<file path="config.mk">
export PLATFORM = sky130hd
export DESIGN_NAME = selective_repeat_sender_window_top
export DESIGN_NICKNAME = d
export VERILOG_FILES = /design/src/hw/rtl/srsw_pkg.sv /design/src/hw/rtl/selective_repeat_sender_window_top.sv /design/src/hw/rtl/srsw_dp.sv /design/src/hw/rtl/srsw_ctrl.sv
export SDC_FILE = /design/constraint.sdc
export NUM_CORES = 1
export LEC_CHECK = 0
export BUFFER_PORTS_ARGS = -buffer_cell sky130_fd_sc_hd__buf_2
export CAP_MARGIN = 15
export CELL_PAD_IN_SITES_DETAIL_PLACEMENT = 1
export CELL_PAD_IN_SITES_GLOBAL_PLACEMENT = 2
export CORE_MARGIN = 2
export CORE_UTILIZATION = 44
export DETAILED_ROUTE_END_ITERATION = 10
export HOLD_SLACK_MARGIN = 0.12
export MAX_ROUTING_LAYER = met4
export PLACE_DENSITY = 0.88
export REMOVE_ABC_BUFFERS = 1
export SLEW_MARGIN = 20
export SYNTH_ARGS = -nofsm -noshare
export SYNTH_HDL_FRONTEND = slang
export SYNTH_SLANG_ARGS = --single-unit
export TNS_END_PERCENT = 5
</file>
<file path="constraint.sdc">
create_clock -name clk_i -period 18.4 [get_ports clk_i]
set_clock_uncertainty 0.1 [all_clocks]
set_input_delay 1.84 -clock clk_i [delete_from_list [all_inputs] [get_ports clk_i]]
set_output_delay 1.84 -clock clk_i [all_outputs]
set_load 0.05 [all_outputs]
</file>
<file path="src/hw/rtl/srsw_pkg.sv">
// ----------------------------------------------------------------------------
// srsw_pkg: shared types for the selective-repeat sender window
// Command and result codes, controller states and the command and status
// bundles that pass between the controller and the datapath.
// ----------------------------------------------------------------------------
package srsw_pkg;

  localparam int unsigned SEQ_W      = 32;
  localparam int unsigned WIN_CFG_W  = 6;
  localparam int unsigned OUT_SLOT_W = 5;
  localparam int unsigned RES_CAP    = 32;
  localparam int unsigned CNT_W      = 6;
  localparam int unsigned DIV_STEPS  = 32;
  localparam int unsigned DIV_CNT_W  = 5;

  localparam logic [WIN_CFG_W-1:0] WIN_RESET = 6'd8;

  typedef enum logic [1:0] {
    CMD_SEND    = 2'd0,
    CMD_ACK     = 2'd1,
    CMD_TIMEOUT = 2'd2,
    CMD_NOP     = 2'd3
  } cmd_e;

  typedef enum logic [1:0] {
    KIND_GRANT  = 2'd0,
    KIND_REFUSE = 2'd1,
    KIND_ACK    = 2'd2,
    KIND_RETX   = 2'd3
  } kind_e;

  typedef enum logic [2:0] {
    ST_IDLE,
    ST_DECODE,
    ST_SLIDE,
    ST_ACK_OUT,
    ST_SCAN,
    ST_DIV,
    ST_DIV_FIN
  } state_e;

  typedef struct packed {
    logic  latch_in;
    logic  send_grant;
    logic  ack_eval;
    logic  slide_step;
    logic  scan_init;
    logic  scan_skip;
    logic  scan_take;
    logic  out_load;
    kind_e out_kind;
    logic  out_last;
    logic  div_step;
    logic  div_finish;
  } dp_cmd_t;

  typedef struct packed {
    cmd_e cmd;
    logic send_ok;
    logic ack_at_base;
    logic slide_more;
    logic scan_done;
    logic scan_marked;
    logic pend_valid;
    logic out_free;
    logic div_last;
  } dp_stat_t;

endpackage

</file>
<file path="src/hw/rtl/selective_repeat_sender_window_top.sv">
// ----------------------------------------------------------------------------
// selective_repeat_sender_window_top: selective-repeat sender window control
// Grants or refuses send requests, marks and absorbs acknowledgements and
// walks the window for retransmits on a timeout.
//
//   channel  direction  handshake                 payload
//   in       sink       in_valid_i / in_stall_o   command_i, ack_seq_i
//   out      source     out_valid_o / out_stall_i kind_o, seq_o, slot_o,
//                                                  window_base_o, last_o
//   cfg      sink       cfg_we_i                  cfg_wdata_i (window size)
//
// One item at a time: a send is granted or refused in decode, an ack inside the
// window is marked or, when it meets the base, slides the base over the marked
// slots that follow, and a timeout walks the outstanding sequences for retransmits.
// A window size write stalls the input while the slot remainders are worked
// out one bit a cycle.
// Reset restores base and next to zero, window size 8 and clears all marks.
// A finished result waits in the output register; the next item is taken
// meanwhile and holds in the controller only when it needs that register.
// ----------------------------------------------------------------------------
module selective_repeat_sender_window_top #(
  parameter int unsigned MAX_WINDOW = 32
) (
  input  logic                             clk_i,
  input  logic                             rst_ni,
  input  logic                             in_valid_i,
  output logic                             in_stall_o,
  input  logic [1:0]                       command_i,
  input  logic [srsw_pkg::SEQ_W-1:0]       ack_seq_i,
  output logic                             out_valid_o,
  input  logic                             out_stall_i,
  output logic [1:0]                       kind_o,
  output logic [srsw_pkg::SEQ_W-1:0]       seq_o,
  output logic [srsw_pkg::OUT_SLOT_W-1:0]  slot_o,
  output logic [srsw_pkg::SEQ_W-1:0]       window_base_o,
  output logic                             last_o,
  input  logic                             cfg_we_i,
  input  logic [srsw_pkg::WIN_CFG_W-1:0]   cfg_wdata_i
);

  srsw_pkg::dp_cmd_t  dp_cmd;
  srsw_pkg::dp_stat_t dp_stat;

  srsw_ctrl u_ctrl (
    .clk_i      (clk_i),
    .rst_ni     (rst_ni),
    .in_valid_i (in_valid_i),
    .in_stall_o (in_stall_o),
    .cfg_we_i   (cfg_we_i),
    .stat_i     (dp_stat),
    .cmd_o      (dp_cmd)
  );

  srsw_dp #(
    .MAX_WINDOW (MAX_WINDOW)
  ) u_dp (
    .clk_i         (clk_i),
    .rst_ni        (rst_ni),
    .cmd_i         (dp_cmd),
    .stat_o        (dp_stat),
    .command_i     (command_i),
    .ack_seq_i     (ack_seq_i),
    .cfg_we_i      (cfg_we_i),
    .cfg_wdata_i   (cfg_wdata_i),
    .out_stall_i   (out_stall_i),
    .out_valid_o   (out_valid_o),
    .kind_o        (kind_o),
    .seq_o         (seq_o),
    .slot_o        (slot_o),
    .window_base_o (window_base_o),
    .last_o        (last_o)
  );

endmodule

</file>
<file path="src/hw/rtl/srsw_dp.sv">
// ----------------------------------------------------------------------------
// srsw_dp: sender window datapath
// Sequence and slot counters, acknowledgement marks, retransmit walk,
// slot remainder unit for window changes and the result register.
// ----------------------------------------------------------------------------
module srsw_dp #(
  parameter int unsigned MAX_WINDOW = 32
) (
  input  logic                               clk_i,
  input  logic                               rst_ni,
  input  srsw_pkg::dp_cmd_t                  cmd_i,
  output srsw_pkg::dp_stat_t                 stat_o,
  input  logic [1:0]                         command_i,
  input  logic [srsw_pkg::SEQ_W-1:0]         ack_seq_i,
  input  logic                               cfg_we_i,
  input  logic [srsw_pkg::WIN_CFG_W-1:0]     cfg_wdata_i,
  input  logic                               out_stall_i,
  output logic                               out_valid_o,
  output logic [1:0]                         kind_o,
  output logic [srsw_pkg::SEQ_W-1:0]         seq_o,
  output logic [srsw_pkg::OUT_SLOT_W-1:0]    slot_o,
  output logic [srsw_pkg::SEQ_W-1:0]         window_base_o,
  output logic                               last_o
);

  localparam int unsigned SLOT_W = (MAX_WINDOW > 1) ? $clog2(MAX_WINDOW) : 1;
  localparam int unsigned SUM_W  = SLOT_W + 1;
  localparam int unsigned W_W    = $clog2(MAX_WINDOW + 1);

  function automatic logic [SLOT_W-1:0] slot_add(input logic [SLOT_W-1:0] s,
                                                 input logic [SUM_W-1:0]  k,
                                                 input logic [SUM_W-1:0]  w);
    logic [SUM_W-1:0] r;
    r = SUM_W'(s) + k;
    if (r >= w) begin
      r = r - w;
    end
    return r[SLOT_W-1:0];
  endfunction

  // control state
  logic [srsw_pkg::WIN_CFG_W-1:0] window_size_q, window_size_d;
  logic [31:0]                    base_seq_q, base_seq_d;
  logic [31:0]                    next_seq_q, next_seq_d;
  logic [SLOT_W-1:0]              base_slot_q, base_slot_d;
  logic [SLOT_W-1:0]              next_slot_q, next_slot_d;
  logic [MAX_WINDOW-1:0]          marks_q, marks_d;
  srsw_pkg::cmd_e                 cmd_q, cmd_d;
  logic                           pend_v_q, pend_v_d;
  logic                           out_valid_q, out_valid_d;

  // working registers
  logic [31:0]                    ack_q, ack_d;
  logic [SLOT_W-1:0]              ack_slot_q, ack_slot_d;
  logic [W_W-1:0]                 walk_q, walk_d;
  logic [SLOT_W-1:0]              scan_slot_q, scan_slot_d;
  logic [srsw_pkg::CNT_W-1:0]     scan_cnt_q, scan_cnt_d;
  logic [31:0]                    pend_seq_q, pend_seq_d;
  logic [SLOT_W-1:0]              pend_slot_q, pend_slot_d;
  logic [31:0]                    div_a_q, div_a_d;
  logic [31:0]                    div_b_q, div_b_d;
  logic [SLOT_W-1:0]              rem_a_q, rem_a_d;
  logic [SLOT_W-1:0]              rem_b_q, rem_b_d;
  logic [srsw_pkg::DIV_CNT_W-1:0] div_cnt_q, div_cnt_d;
  srsw_pkg::kind_e                out_kind_q, out_kind_d;
  logic [31:0]                    out_seq_q, out_seq_d;
  logic [srsw_pkg::OUT_SLOT_W-1:0] out_slot_q, out_slot_d;
  logic [31:0]                    out_base_q, out_base_d;
  logic                           out_last_q, out_last_d;

  // window and derived values
  logic [6:0]        ws_ext, max_ext, win_full;
  logic [W_W-1:0]    win;
  logic [SUM_W-1:0]  win_sum;
  logic [31:0]       win_ext;
  logic [31:0]       outstanding;
  logic [31:0]       ack_off;
  logic              ack_in_win, ack_at_base;
  logic [SLOT_W-1:0] ack_win_slot, base_slot_inc, next_slot_inc, scan_slot_inc;
  logic [SUM_W-1:0]  rem_a_sh, rem_b_sh;
  logic              out_free;

  assign ws_ext   = {1'b0, window_size_q};
  assign max_ext  = 7'(MAX_WINDOW);
  assign win_full = (ws_ext == 7'd0) ? 7'd1 : ((ws_ext > max_ext) ? max_ext : ws_ext);
  assign win      = W_W'(win_full);
  assign win_sum  = SUM_W'(win);
  assign win_ext  = 32'(win);

  assign outstanding = next_seq_q - base_seq_q;
  assign ack_off     = ack_q - base_seq_q;
  assign ack_in_win  = (ack_off != 32'd0) && (ack_off < outstanding) && (ack_off < win_ext);
  assign ack_at_base = (ack_off == 32'd0) && (outstanding != 32'd0);

  assign ack_win_slot  = slot_add(base_slot_q, SUM_W'(ack_off), win_sum);
  assign base_slot_inc = slot_add(base_slot_q, SUM_W'(1), win_sum);
  assign next_slot_inc = slot_add(next_slot_q, SUM_W'(1), win_sum);
  assign scan_slot_inc = slot_add(scan_slot_q, SUM_W'(1), win_sum);

  // one restoring step per cycle for base mod W and outstanding mod W
  assign rem_a_sh = {rem_a_q, div_a_q[31]};
  assign rem_b_sh = {rem_b_q, div_b_q[31]};

  assign out_free = !out_valid_q || !out_stall_i;

  always_comb begin
    stat_o.cmd         = cmd_q;
    stat_o.send_ok     = outstanding < win_ext;
    stat_o.ack_at_base = ack_at_base;
    stat_o.slide_more  = (walk_q < win) && (base_seq_q != next_seq_q) && marks_q[base_slot_q];
    stat_o.scan_done   = (32'(walk_q) == outstanding) ||
                         (scan_cnt_q == srsw_pkg::CNT_W'(srsw_pkg::RES_CAP));
    stat_o.scan_marked = marks_q[scan_slot_q];
    stat_o.pend_valid  = pend_v_q;
    stat_o.out_free    = out_free;
    stat_o.div_last    = div_cnt_q == srsw_pkg::DIV_CNT_W'(srsw_pkg::DIV_STEPS - 1);
  end

  always_comb begin
    window_size_d = window_size_q;
    base_seq_d    = base_seq_q;
    next_seq_d    = next_seq_q;
    base_slot_d   = base_slot_q;
    next_slot_d   = next_slot_q;
    marks_d       = marks_q;
    cmd_d         = cmd_q;
    pend_v_d      = pend_v_q;
    ack_d         = ack_q;
    ack_slot_d    = ack_slot_q;
    walk_d        = walk_q;
    scan_slot_d   = scan_slot_q;
    scan_cnt_d    = scan_cnt_q;
    pend_seq_d    = pend_seq_q;
    pend_slot_d   = pend_slot_q;
    div_a_d       = div_a_q;
    div_b_d       = div_b_q;
    rem_a_d       = rem_a_q;
    rem_b_d       = rem_b_q;
    div_cnt_d     = div_cnt_q;

    if (cmd_i.latch_in) begin
      cmd_d = srsw_pkg::cmd_e'(command_i);
      ack_d = ack_seq_i;
    end

    if (cmd_i.send_grant) begin
      marks_d[next_slot_q] = 1'b0;
      next_seq_d           = next_seq_q + 32'd1;
      next_slot_d          = next_slot_inc;
    end

    if (cmd_i.ack_eval) begin
      if (ack_in_win) begin
        marks_d[ack_win_slot] = 1'b1;
        ack_slot_d            = ack_win_slot;
      end else if (ack_at_base) begin
        ack_slot_d  = base_slot_q;
        base_seq_d  = base_seq_q + 32'd1;
        base_slot_d = base_slot_inc;
        walk_d      = W_W'(1);
      end else begin
        ack_slot_d = '0;
      end
    end

    // slide base over a marked slot and drop its mark
    if (cmd_i.slide_step) begin
      marks_d[base_slot_q] = 1'b0;
      base_seq_d           = base_seq_q + 32'd1;
      base_slot_d          = base_slot_inc;
      walk_d               = walk_q + W_W'(1);
    end

    if (cmd_i.scan_init) begin
      walk_d      = '0;
      scan_slot_d = base_slot_q;
      scan_cnt_d  = '0;
      pend_v_d    = 1'b0;
    end

    if (cmd_i.scan_skip || cmd_i.scan_take) begin
      walk_d      = walk_q + W_W'(1);
      scan_slot_d = scan_slot_inc;
    end

    // hold the newest retransmit back until the walk shows whether it is the last
    if (cmd_i.scan_take) begin
      pend_v_d    = 1'b1;
      pend_seq_d  = base_seq_q + 32'(walk_q);
      pend_slot_d = scan_slot_q;
      scan_cnt_d  = scan_cnt_q + srsw_pkg::CNT_W'(1);
    end

    if (cmd_i.div_step) begin
      rem_a_d   = (rem_a_sh >= win_sum) ? SLOT_W'(rem_a_sh - win_sum) : SLOT_W'(rem_a_sh);
      rem_b_d   = (rem_b_sh >= win_sum) ? SLOT_W'(rem_b_sh - win_sum) : SLOT_W'(rem_b_sh);
      div_a_d   = {div_a_q[30:0], 1'b0};
      div_b_d   = {div_b_q[30:0], 1'b0};
      div_cnt_d = div_cnt_q + srsw_pkg::DIV_CNT_W'(1);
    end

    if (cmd_i.div_finish) begin
      base_slot_d = rem_a_q;
      next_slot_d = slot_add(rem_a_q, SUM_W'(rem_b_q), win_sum);
    end

    // a new window drops every mark and restarts the slot remainders
    if (cfg_we_i) begin
      window_size_d = cfg_wdata_i;
      marks_d       = '0;
      div_a_d       = base_seq_q;
      div_b_d       = outstanding;
      rem_a_d       = '0;
      rem_b_d       = '0;
      div_cnt_d     = '0;
    end
  end

  always_comb begin
    out_valid_d = out_valid_q;
    out_kind_d  = out_kind_q;
    out_seq_d   = out_seq_q;
    out_slot_d  = out_slot_q;
    out_base_d  = out_base_q;
    out_last_d  = out_last_q;
    if (cmd_i.out_load) begin
      out_valid_d = 1'b1;
      out_kind_d  = cmd_i.out_kind;
      out_base_d  = base_seq_q;
      out_last_d  = cmd_i.out_last;
      case (cmd_i.out_kind)
        srsw_pkg::KIND_GRANT, srsw_pkg::KIND_REFUSE: begin
          out_seq_d  = next_seq_q;
          out_slot_d = srsw_pkg::OUT_SLOT_W'(next_slot_q);
        end
        srsw_pkg::KIND_ACK: begin
          out_seq_d  = ack_q;
          out_slot_d = srsw_pkg::OUT_SLOT_W'(ack_slot_q);
        end
        srsw_pkg::KIND_RETX: begin
          out_seq_d  = pend_seq_q;
          out_slot_d = srsw_pkg::OUT_SLOT_W'(pend_slot_q);
        end
        default: begin
          out_seq_d  = next_seq_q;
          out_slot_d = srsw_pkg::OUT_SLOT_W'(next_slot_q);
        end
      endcase
    end else if (!out_stall_i) begin
      out_valid_d = 1'b0;
    end
  end

  always_ff @(posedge clk_i or negedge rst_ni) begin
    if (!rst_ni) begin
      window_size_q <= srsw_pkg::WIN_RESET;
      base_seq_q    <= '0;
      next_seq_q    <= '0;
      base_slot_q   <= '0;
      next_slot_q   <= '0;
      marks_q       <= '0;
      cmd_q         <= srsw_pkg::CMD_NOP;
      pend_v_q      <= 1'b0;
      out_valid_q   <= 1'b0;
    end else begin
      window_size_q <= window_size_d;
      base_seq_q    <= base_seq_d;
      next_seq_q    <= next_seq_d;
      base_slot_q   <= base_slot_d;
      next_slot_q   <= next_slot_d;
      marks_q       <= marks_d;
      cmd_q         <= cmd_d;
      pend_v_q      <= pend_v_d;
      out_valid_q   <= out_valid_d;
    end
  end

  always_ff @(posedge clk_i) begin
    ack_q       <= ack_d;
    ack_slot_q  <= ack_slot_d;
    walk_q      <= walk_d;
    scan_slot_q <= scan_slot_d;
    scan_cnt_q  <= scan_cnt_d;
    pend_seq_q  <= pend_seq_d;
    pend_slot_q <= pend_slot_d;
    div_a_q     <= div_a_d;
    div_b_q     <= div_b_d;
    rem_a_q     <= rem_a_d;
    rem_b_q     <= rem_b_d;
    div_cnt_q   <= div_cnt_d;
    out_kind_q  <= out_kind_d;
    out_seq_q   <= out_seq_d;
    out_slot_q  <= out_slot_d;
    out_base_q  <= out_base_d;
    out_last_q  <= out_last_d;
  end

  assign out_valid_o   = out_valid_q;
  assign kind_o        = out_kind_q;
  assign seq_o         = out_seq_q;
  assign slot_o        = out_slot_q;
  assign window_base_o = out_base_q;
  assign last_o        = out_last_q;

`ifndef NO_ASSERTIONS
  a_load_when_free: assert property (@(posedge clk_i) disable iff (!rst_ni)
    cmd_i.out_load |-> out_free)
    else $error("result register overwritten while its item is stalled");

  a_outstanding_bound: assert property (@(posedge clk_i) disable iff (!rst_ni)
    (next_seq_q - base_seq_q) <= 32'(MAX_WINDOW))
    else $error("more sequences outstanding than the largest window");

  a_base_single_step: assert property (@(posedge clk_i) disable iff (!rst_ni)
    !$stable(base_seq_q) |-> base_seq_q == $past(base_seq_q) + 32'd1)
    else $error("window base moved by more than one per cycle");

  a_retx_cap: assert property (@(posedge clk_i) disable iff (!rst_ni)
    cmd_i.scan_take |-> scan_cnt_q < srsw_pkg::CNT_W'(srsw_pkg::RES_CAP))
    else $error("retransmit walk took more than the result cap");
`endif

endmodule

</file>
<file path="src/hw/rtl/srsw_ctrl.sv">
// ----------------------------------------------------------------------------
// srsw_ctrl: sender window controller
// Sequences each command through decode, base sliding, retransmit walk and
// the slot remainder steps after a window change.
// ----------------------------------------------------------------------------
module srsw_ctrl (
  input  logic                clk_i,
  input  logic                rst_ni,
  input  logic                in_valid_i,
  output logic                in_stall_o,
  input  logic                cfg_we_i,
  input  srsw_pkg::dp_stat_t  stat_i,
  output srsw_pkg::dp_cmd_t   cmd_o
);

  srsw_pkg::state_e state_q, state_d;

  always_comb begin
    state_d = state_q;
    case (state_q)
      srsw_pkg::ST_IDLE: begin
        if (cfg_we_i) begin
          state_d = srsw_pkg::ST_DIV;
        end else if (in_valid_i) begin
          state_d = srsw_pkg::ST_DECODE;
        end
      end
      srsw_pkg::ST_DECODE: begin
        case (stat_i.cmd)
          srsw_pkg::CMD_SEND: begin
            if (stat_i.out_free) begin
              state_d = srsw_pkg::ST_IDLE;
            end
          end
          srsw_pkg::CMD_ACK: begin
            state_d = stat_i.ack_at_base ? srsw_pkg::ST_SLIDE : srsw_pkg::ST_ACK_OUT;
          end
          srsw_pkg::CMD_TIMEOUT: state_d = srsw_pkg::ST_SCAN;
          default:               state_d = srsw_pkg::ST_IDLE;
        endcase
      end
      srsw_pkg::ST_SLIDE: begin
        if (!stat_i.slide_more) begin
          state_d = srsw_pkg::ST_ACK_OUT;
        end
      end
      srsw_pkg::ST_ACK_OUT: begin
        if (stat_i.out_free) begin
          state_d = srsw_pkg::ST_IDLE;
        end
      end
      srsw_pkg::ST_SCAN: begin
        if (stat_i.scan_done && (!stat_i.pend_valid || stat_i.out_free)) begin
          state_d = srsw_pkg::ST_IDLE;
        end
      end
      srsw_pkg::ST_DIV: begin
        if (cfg_we_i) begin
          state_d = srsw_pkg::ST_DIV;
        end else if (stat_i.div_last) begin
          state_d = srsw_pkg::ST_DIV_FIN;
        end
      end
      srsw_pkg::ST_DIV_FIN: begin
        state_d = cfg_we_i ? srsw_pkg::ST_DIV : srsw_pkg::ST_IDLE;
      end
      default: state_d = srsw_pkg::ST_IDLE;
    endcase
  end

  always_comb begin
    cmd_o          = '0;
    cmd_o.out_kind = srsw_pkg::KIND_GRANT;
    in_stall_o     = (state_q != srsw_pkg::ST_IDLE) || cfg_we_i;
    case (state_q)
      srsw_pkg::ST_IDLE: begin
        cmd_o.latch_in = in_valid_i && !cfg_we_i;
      end
      srsw_pkg::ST_DECODE: begin
        case (stat_i.cmd)
          srsw_pkg::CMD_SEND: begin
            if (stat_i.out_free) begin
              cmd_o.send_grant = stat_i.send_ok;
              cmd_o.out_load   = 1'b1;
              cmd_o.out_last   = 1'b1;
              cmd_o.out_kind   = stat_i.send_ok ? srsw_pkg::KIND_GRANT
                                                : srsw_pkg::KIND_REFUSE;
            end
          end
          srsw_pkg::CMD_ACK:     cmd_o.ack_eval  = 1'b1;
          srsw_pkg::CMD_TIMEOUT: cmd_o.scan_init = 1'b1;
          default: ;
        endcase
      end
      srsw_pkg::ST_SLIDE: begin
        cmd_o.slide_step = stat_i.slide_more;
      end
      srsw_pkg::ST_ACK_OUT: begin
        cmd_o.out_load = stat_i.out_free;
        cmd_o.out_last = 1'b1;
        cmd_o.out_kind = srsw_pkg::KIND_ACK;
      end
      srsw_pkg::ST_SCAN: begin
        cmd_o.out_kind = srsw_pkg::KIND_RETX;
        if (stat_i.scan_done) begin
          // flush the held retransmit as the final result
          cmd_o.out_load = stat_i.pend_valid && stat_i.out_free;
          cmd_o.out_last = 1'b1;
        end else if (stat_i.scan_marked) begin
          cmd_o.scan_skip = 1'b1;
        end else if (!stat_i.pend_valid) begin
          cmd_o.scan_take = 1'b1;
        end else if (stat_i.out_free) begin
          cmd_o.scan_take = 1'b1;
          cmd_o.out_load  = 1'b1;
        end
      end
      srsw_pkg::ST_DIV: begin
        cmd_o.div_step = !cfg_we_i;
      end
      srsw_pkg::ST_DIV_FIN: begin
        cmd_o.div_finish = !cfg_we_i;
      end
      default: ;
    endcase
  end

  always_ff @(posedge clk_i or negedge rst_ni) begin
    if (!rst_ni) begin
      state_q <= srsw_pkg::ST_IDLE;
    end else begin
      state_q <= state_d;
    end
  end

`ifndef NO_ASSERTIONS
  a_accept_only_idle: assert property (@(posedge clk_i) disable iff (!rst_ni)
    cmd_o.latch_in |=> state_q == srsw_pkg::ST_DECODE)
    else $error("accepted item did not enter decode");

  a_div_to_fin: assert property (@(posedge clk_i) disable iff (!rst_ni)
    (state_q == srsw_pkg::ST_DIV_FIN) |-> $past(state_q) == srsw_pkg::ST_DIV)
    else $error("slot remainder finished without its steps");

  a_no_load_in_slide: assert property (@(posedge clk_i) disable iff (!rst_ni)
    cmd_o.slide_step |-> !cmd_o.out_load && !in_stall_o == 1'b0)
    else $error("result loaded while the base is still sliding");
`endif

endmodule
</file>
# Word-level counts from Yosys, hierarchy flattened
# Cells that the tools add are included.
# op_classes
n_reduce_logical	43
bitwise	5
add_sub_neg	20
magnitude_cmp	19
muxes	91
n_eq_ne	23
# op_table
operator	n
32-bit 2-to-1 mux	13
32-bit one-hot mux with 3 select lines	1
5-bit 2-to-1 mux	18
32-bit by 1-bit adder with 32-bit output, second input constant	2
32-bit bitwise AND	2
32-bit by 6-bit less-than comparator with 1-bit output	2
32-bit inverter	2
32-bit nonzero test	2
32-bit subtractor	2
6-bit 2-to-1 mux	10
6-bit >= comparator	7
5-bit subtractor	7
32-bit by 6-bit adder with 32-bit output	1
6-bit by 32-bit equality test with 1-bit output	1
32-bit logical NOT	1
32-bit less-than comparator	1
32-bit != test	1
32-bit bitwise OR	1
1-bit 2-to-1 mux	25
5-bit by 6-bit less-than comparator with 1-bit output, second input constant	4
3-bit 2-to-1 mux	8
3-bit one-hot mux with 7 select lines	1
5-bit by 1-bit adder with 6-bit output, second input constant	3
1-bit demux with 5-bit select	3
other kinds (36)	83
# word_totals
inputBits	45
regBits	361
out_inout_bits	74

# Logic depth before layout (Yosys ltp)
# logic_depth
word_depth	15
mapped_depth	23
ltp_nobuf	23

# Hierarchy
# A second synthesis with hierarchy kept.
# unflattened
hier_cells	2472
area_unflattened_um2	24592.3
# by_module_without_submodules
module	seq_area_each_um2	cells_each	area_each_um2	n_inst
srsw_dp	10023.4	2401	24120.6	1
srsw_ctrl	75.1	71	471.7	1

# Worst setup path after synthesis
# OpenSTA, ideal clock, no wires.
# synth_path
path_kind	register to register
startpoint	reg u_dp.base_seq_q[11]
endpoint	reg u_dp.out_kind_q[0] (netlist: u_dp.kind_o[0]) (enable)
slack_ns	10.629
stages_incl_launch_ff	16
t_arrival_ns	7.144
setup_time_ns	0.526
path_cell_list	dfrtp_1 -> clkbuf_1 -> inv_1 -> ha_1 -> buf_2 -> nand2_1 -> or2_2 -> or4b_1 -> nand3b_1 -> xor2_1 -> or4_1 -> nor4b_1 -> nand4_1 -> o21ai_1 -> o211ai_1 -> a21oi_1
# synth_lines
item	line	source
start: declaration	srsw_dp.sv:43	logic [31:0] base_seq_q, base_seq_d;
start signal: assignment	srsw_dp.sv:267	base_seq_q <= base_seq_d;
end signal: assignment	srsw_dp.sv:291	out_kind_q <= out_kind_d;
end: declaration	srsw_dp.sv:65	srsw_pkg::kind_e out_kind_q, out_kind_d;

# Final worst setup path
# layout_path
startpoint	reg u_dp.base_seq_q[21]
endpoint	reg u_dp.marks_q[16]
# layout_via
elab_chain_cells	12
elab_cells_between_ends	22
classes_between	2 x add/sub; 3 x order compare; 1 x eq/ne; 9 x mux; 2 x bitwise; 5 x reduce/logical
# layout_rtl
item	line	source
32-bit subtractor	srsw_dp.sv:90	assign outstanding = next_seq_q - base_seq_q;
32-bit by 6-bit less-than comparator with 1-bit output	srsw_dp.sv:108	stat_o.send_ok = outstanding < win_ext;
1-bit 2-to-1 mux	srsw_ctrl.sv:82	if (stat_i.out_free) begin
1-bit 2-to-1 mux	srsw_ctrl.sv:80	case (stat_i.cmd)
2-bit 2-to-1 mux	srsw_ctrl.sv:75	case (state_q)
32-bit 2-to-1 mux	srsw_dp.sv:146	if (cmd_i.send_grant) begin
32-bit bitwise OR (no source line)	n/a	
32-bit 2-to-1 mux	srsw_dp.sv:153	if (ack_in_win) begin
32-bit 2-to-1 mux	srsw_dp.sv:152	if (cmd_i.ack_eval) begin
32-bit bitwise AND (no source line)	n/a	
32-bit 2-to-1 mux *	srsw_dp.sv:167	if (cmd_i.slide_step) begin
32-bit 2-to-1 mux *	srsw_dp.sv:208	if (cfg_we_i) begin
named net u_dp.marks_d[16]	srsw_dp.sv:47	logic [MAX_WINDOW-1:0] marks_q, marks_d;
end signal: assignment	srsw_dp.sv:271	marks_q <= marks_d;
end: declaration	srsw_dp.sv:47	
# The timed path passes the listed nets; every way through them passes the cells marked *.
# A chain may end at the register's enable or synchronous reset.

==> reports/summary.md <==
• run status: completed
• cell count of the worst hold path: 2
• capturing element type of the critical path: flop
• IO Count: 119
• via count: 19800
• gr usage total: 0.321
• Pwr per Cell Area: 95.5 mW/mm^2
• count of cell instances traversed by the critical path: 20
• cell with the most instances on the worst path: o21ai_0
• unrepaired setup endpoints after global routing: false
• clock-pin slew of the registers on the worst-case setup and hold paths: 0.06 ns
• synthesized flop and latch total: 361
• final estimated routing congestion in global placement: 0.965
• worst hold-check path type: reg -> reg
• Largest delay share family, worst path: compound AO/OA/AOI/OAI gates
• Max stage delay cell, worst path: ha_1
• length of the first detailed-routing pass in iterations: 5
• launch instance of the worst min-delay path: u_dp.div_cnt_q[4]
• count of endpoints failing hold in the final timing report: 0
• # fillers: 5986
• kind of start point of the critical path: flop
• share of flip-flops with an asynchronous set or reset after synthesis: 0.330
• die area: 0.0561 sq mm
• row count: 85
• Die Ht: 237 um
• final sum of negative setup slack: 0 ns
• largest family of logic cells by synthesized area: simple AND/OR/NAND/NOR gates
• number of unique standard cell types used by synthesis: 86
• Area growth, synth to finish: 10.9%
• worst supply voltage drop on vdd: 0.0000830 V
• clock network latency to the later pin of the worst-skew pair: 0.59 ns
• Rel. slew slack: 0.316
• min cycle time layout: 6.95 ns
• Maximum Capacitance Violations: 0
• Synth area leader: edfxtp_1
• most common library cells after synthesis: nand2_1 (253), edfxtp_1 (227), ha_1 (181), a21oi_1 (154), nor2_1 (153)
• post-synthesis area per instance: 10.0 sq um
• Critical Path Fanout Max: 12
• Worst Reg-to-Reg Cells: 20
• cell count after synthesis: 2383
• pin count of the biggest net entering global routing: 70
• hold endpoint: u_dp.div_cnt_q[4]
• simple logic cell fraction of the synthesized area: 0.159
• maximum clock insertion buffer count: 3
• max incr delay on CP: 0.59 ns
• Root Driver: clkbuf_16
• vias in the first global route: 21100
• leakage power of the design: 10.6 nW
• most numerous cell in the Yosys netlist: nand2_1
• Post-CTS Setup Inserts: 0
• launch point of the worst reg-to-reg path: u_dp.base_seq_q[21]
• minimum setup slack in the final design: 11.45 ns
• class of the most critical setup path: reg -> reg
• number of endpoints failing setup at the final stage: 0
• initial standard-cell utilization of the core: 0.444
• CTS buffer count: 42
• data required time at the worst endpoint: 18.77 ns
• Floorplan Core Area: 0.0537 sq mm
• mean routed wirelength per cell: 27.4 um
• remaining antenna violation count after routing: 0
• number of port buffers: 118
• detailed placer's ending HPWL: 66.2 mm
• most area-consuming cells after synthesis: edfxtp_1 (29%), dfrtp_1 (12%), ha_1 (9.5%)
• total clock sinks: 361
• Crit path arrival time: 7.32 ns
• worst-case setup slack after placement: 11.62 ns
• transition time of the tightest slew-check pin: 1.02 ns
• Most used DFF post-synth: edfxtp_1
• share of post-route cells with drive strength above 1: 0.126
• Crit Reg-Reg Endpoint: u_dp.marks_q[16]
• TritonCTS clock tree: yes
• number of instances resized during post-cts repair: 0
• first-pass GRT wire length: 133 mm
• proportion of synthesized area in mux cells: 0.0601
• overall die width: 237 um
• Syn Std Cell Area: 0.0238 sq mm
• Final Routed Wirelength: 87.7 mm
• number of violations reported at the end of detailed-routing iteration 0: 1433
• max-slew violation total from the final report: 0
• CTS H-tree depth: 2
• fmax: 0.144 GHz
• xor and xnor area share after synthesis: 0.0709
• overflow left after global routing: 0
• Post-Route Hold Slack: 0.363 ns
• final net count: 2708
• sequential fraction of the synthesis area: 0.424
• number of buffers inserted by hold repair at cts: 0
• arithmetic-cell share of the synthesized area counting full adders, half adders and majority gates: 0.105
• Buf+Inv Stages, Crit Path: 2
• initial antenna violation count: 0
• DRC violation count after routing: 0
• flop-to-flop setup slack: 11.45 ns
• fraction of post-synthesis cell area in the top cell type by area: 0.286
• warnings from Yosys: 0
• crit path cell chain: inv_1 -> ha_1 -> nand2_1 -> o21ai_0 -> a21oi_1 -> o21ai_0 -> mux2_2 -> a311oi_1 -> inv_1 -> ha_1 -> nand4_1 -> nor3_1 -> a2111oi_0 -> o211ai_1 -> nor2_1 -> o21ai_0 -> or4_1 -> nor3_2 -> nand2_1 -> a221oi_1
• part of the cycle the worst path needs: 0.378
• DR vias/cell: 6.19
• number of synthesized flops with an enable pin: 227
• area fraction in compound gates after synthesis: 0.145
-- worst register-to-register path, cell delays in order (launching register included) --
cell and delay, ns:
dfrtp_1 0.58, inv_1 0.26, ha_1 0.59, nand2_1 0.08, o21ai_0 0.58, a21oi_1 0.28, o21ai_0 0.37, mux2_2 0.38
a311oi_1 0.45, inv_1 0.10, ha_1 0.33, nand4_1 0.16, nor3_1 0.08, a2111oi_0 0.39, o211ai_1 0.18, nor2_1 0.12
o21ai_0 0.30, or4_1 0.52, nor3_2 0.55, nand2_1 0.12, a221oi_1 0.32
-- power by group --
part           leakage (nW)  switching [W]  internal (W)
sequential             3.95      0.0000781      0.000936
combinational          6.01       0.000445      0.000243
clock                 0.635       0.000361      0.000463
-- cell families (layout without fill, tap and decap cells) --
group / count (synthesis) / count (layout)
buffers and inverters: 227 / 348
xor gates and xnor gates: 193 / 193
adders and majority gates: 193 / 193
DFF: 361 / 361
and+or+nand+nor: 766 / 766
muxes: 110 / 110
AOI/OAI and AO/OA: 533 / 533
other: 0 / 1
-- area by class of cell --
type                    count  area, sq um  share of cell area
clock buffers              61         1180              0.0448
repair buffers            138          746              0.0282
inverters                 132          495              0.0187
multi-input cells        1795        12900               0.488
clock inverters            17          136             0.00516
diodes                      1         2.50           0.0000946
flip-flops and latches    361        10100               0.382
well taps                 696          871              0.0329
-- per-layer routing --
metal,global-route usage,vias up,part of all wire
li1,-,8934,-
met1,0.381,10100,0.41
met2,0.552,610,0.50
met3,0.0382,179,0.044
met4,0.134,0,0.045
met5,-,-,0
-- registers in the layout, summed over array words and instances, names as in the netlist, 6 cells and up --
register,count
u_dp.ack_q,32
u_dp.marks_q,32
u_dp.base_seq_q,32
u_dp.next_seq_q,32
u_dp.window_base_o,32
u_dp.div_b_q,32
u_dp.div_a_q,32
u_dp.window_size_q,6
u_dp.seq_o,32
u_dp.scan_cnt_q,6
u_dp.walk_q,6
u_dp.pend_seq_q,32
-- per-stage QoR --
| step | utilization | instances | power, W | area, sq um |
|---|---|---|---|---|
| floorplan | - | 2288 | 0.00148 | 23500 |
| global placement | 0.468 | 3122 | 0.00168 | 25100 |
| detailed placement | 0.468 | 3122 | 0.00171 | 25100 |
| CTS | 0.492 | 3200 | 0.00253 | 26400 |
| global route | 0.492 | 3200 | 0.00263 | 26400 |
| finish | 0.492 | 3201 | 0.00253 | 26400 |
-- how the worst max path moves through the flow --
stage / from / endpoint / slack [ns]
finish: u_dp.base_seq_q[21] / u_dp.marks_q[16] / 11.45
floorplan: u_dp.next_seq_q[0] / u_dp.kind_o[0] / 10.62
global route: u_dp.base_seq_q[21] / u_dp.marks_q[18] / 10.83
global placement: u_dp.base_seq_q[21] / u_dp.marks_q[22] / 11.74
CTS: u_dp.base_seq_q[21] / u_dp.marks_q[16] / 11.56
detailed placement: u_dp.base_seq_q[21] / u_dp.marks_q[18] / 11.62
-- cell usage in the layout (no fill, tap or decap), types with 43 or more instances in the layout --
master / instances
dfrtp_1: 116
nor2_1: 151
nand3_1: 78
nand2_1: 253
a21oi_1: 153
xnor2_1: 146
clkbuf_16: 43
a21o_1: 43
mux2_2: 66
xor2_1: 47
o21ai_0: 122
nand4_1: 55
nor3_1: 47
ha_1: 181
inv_1: 132
buf_2: 116
edfxtp_1: 227
No activity file was read; power rests on OpenSTA's default activity.
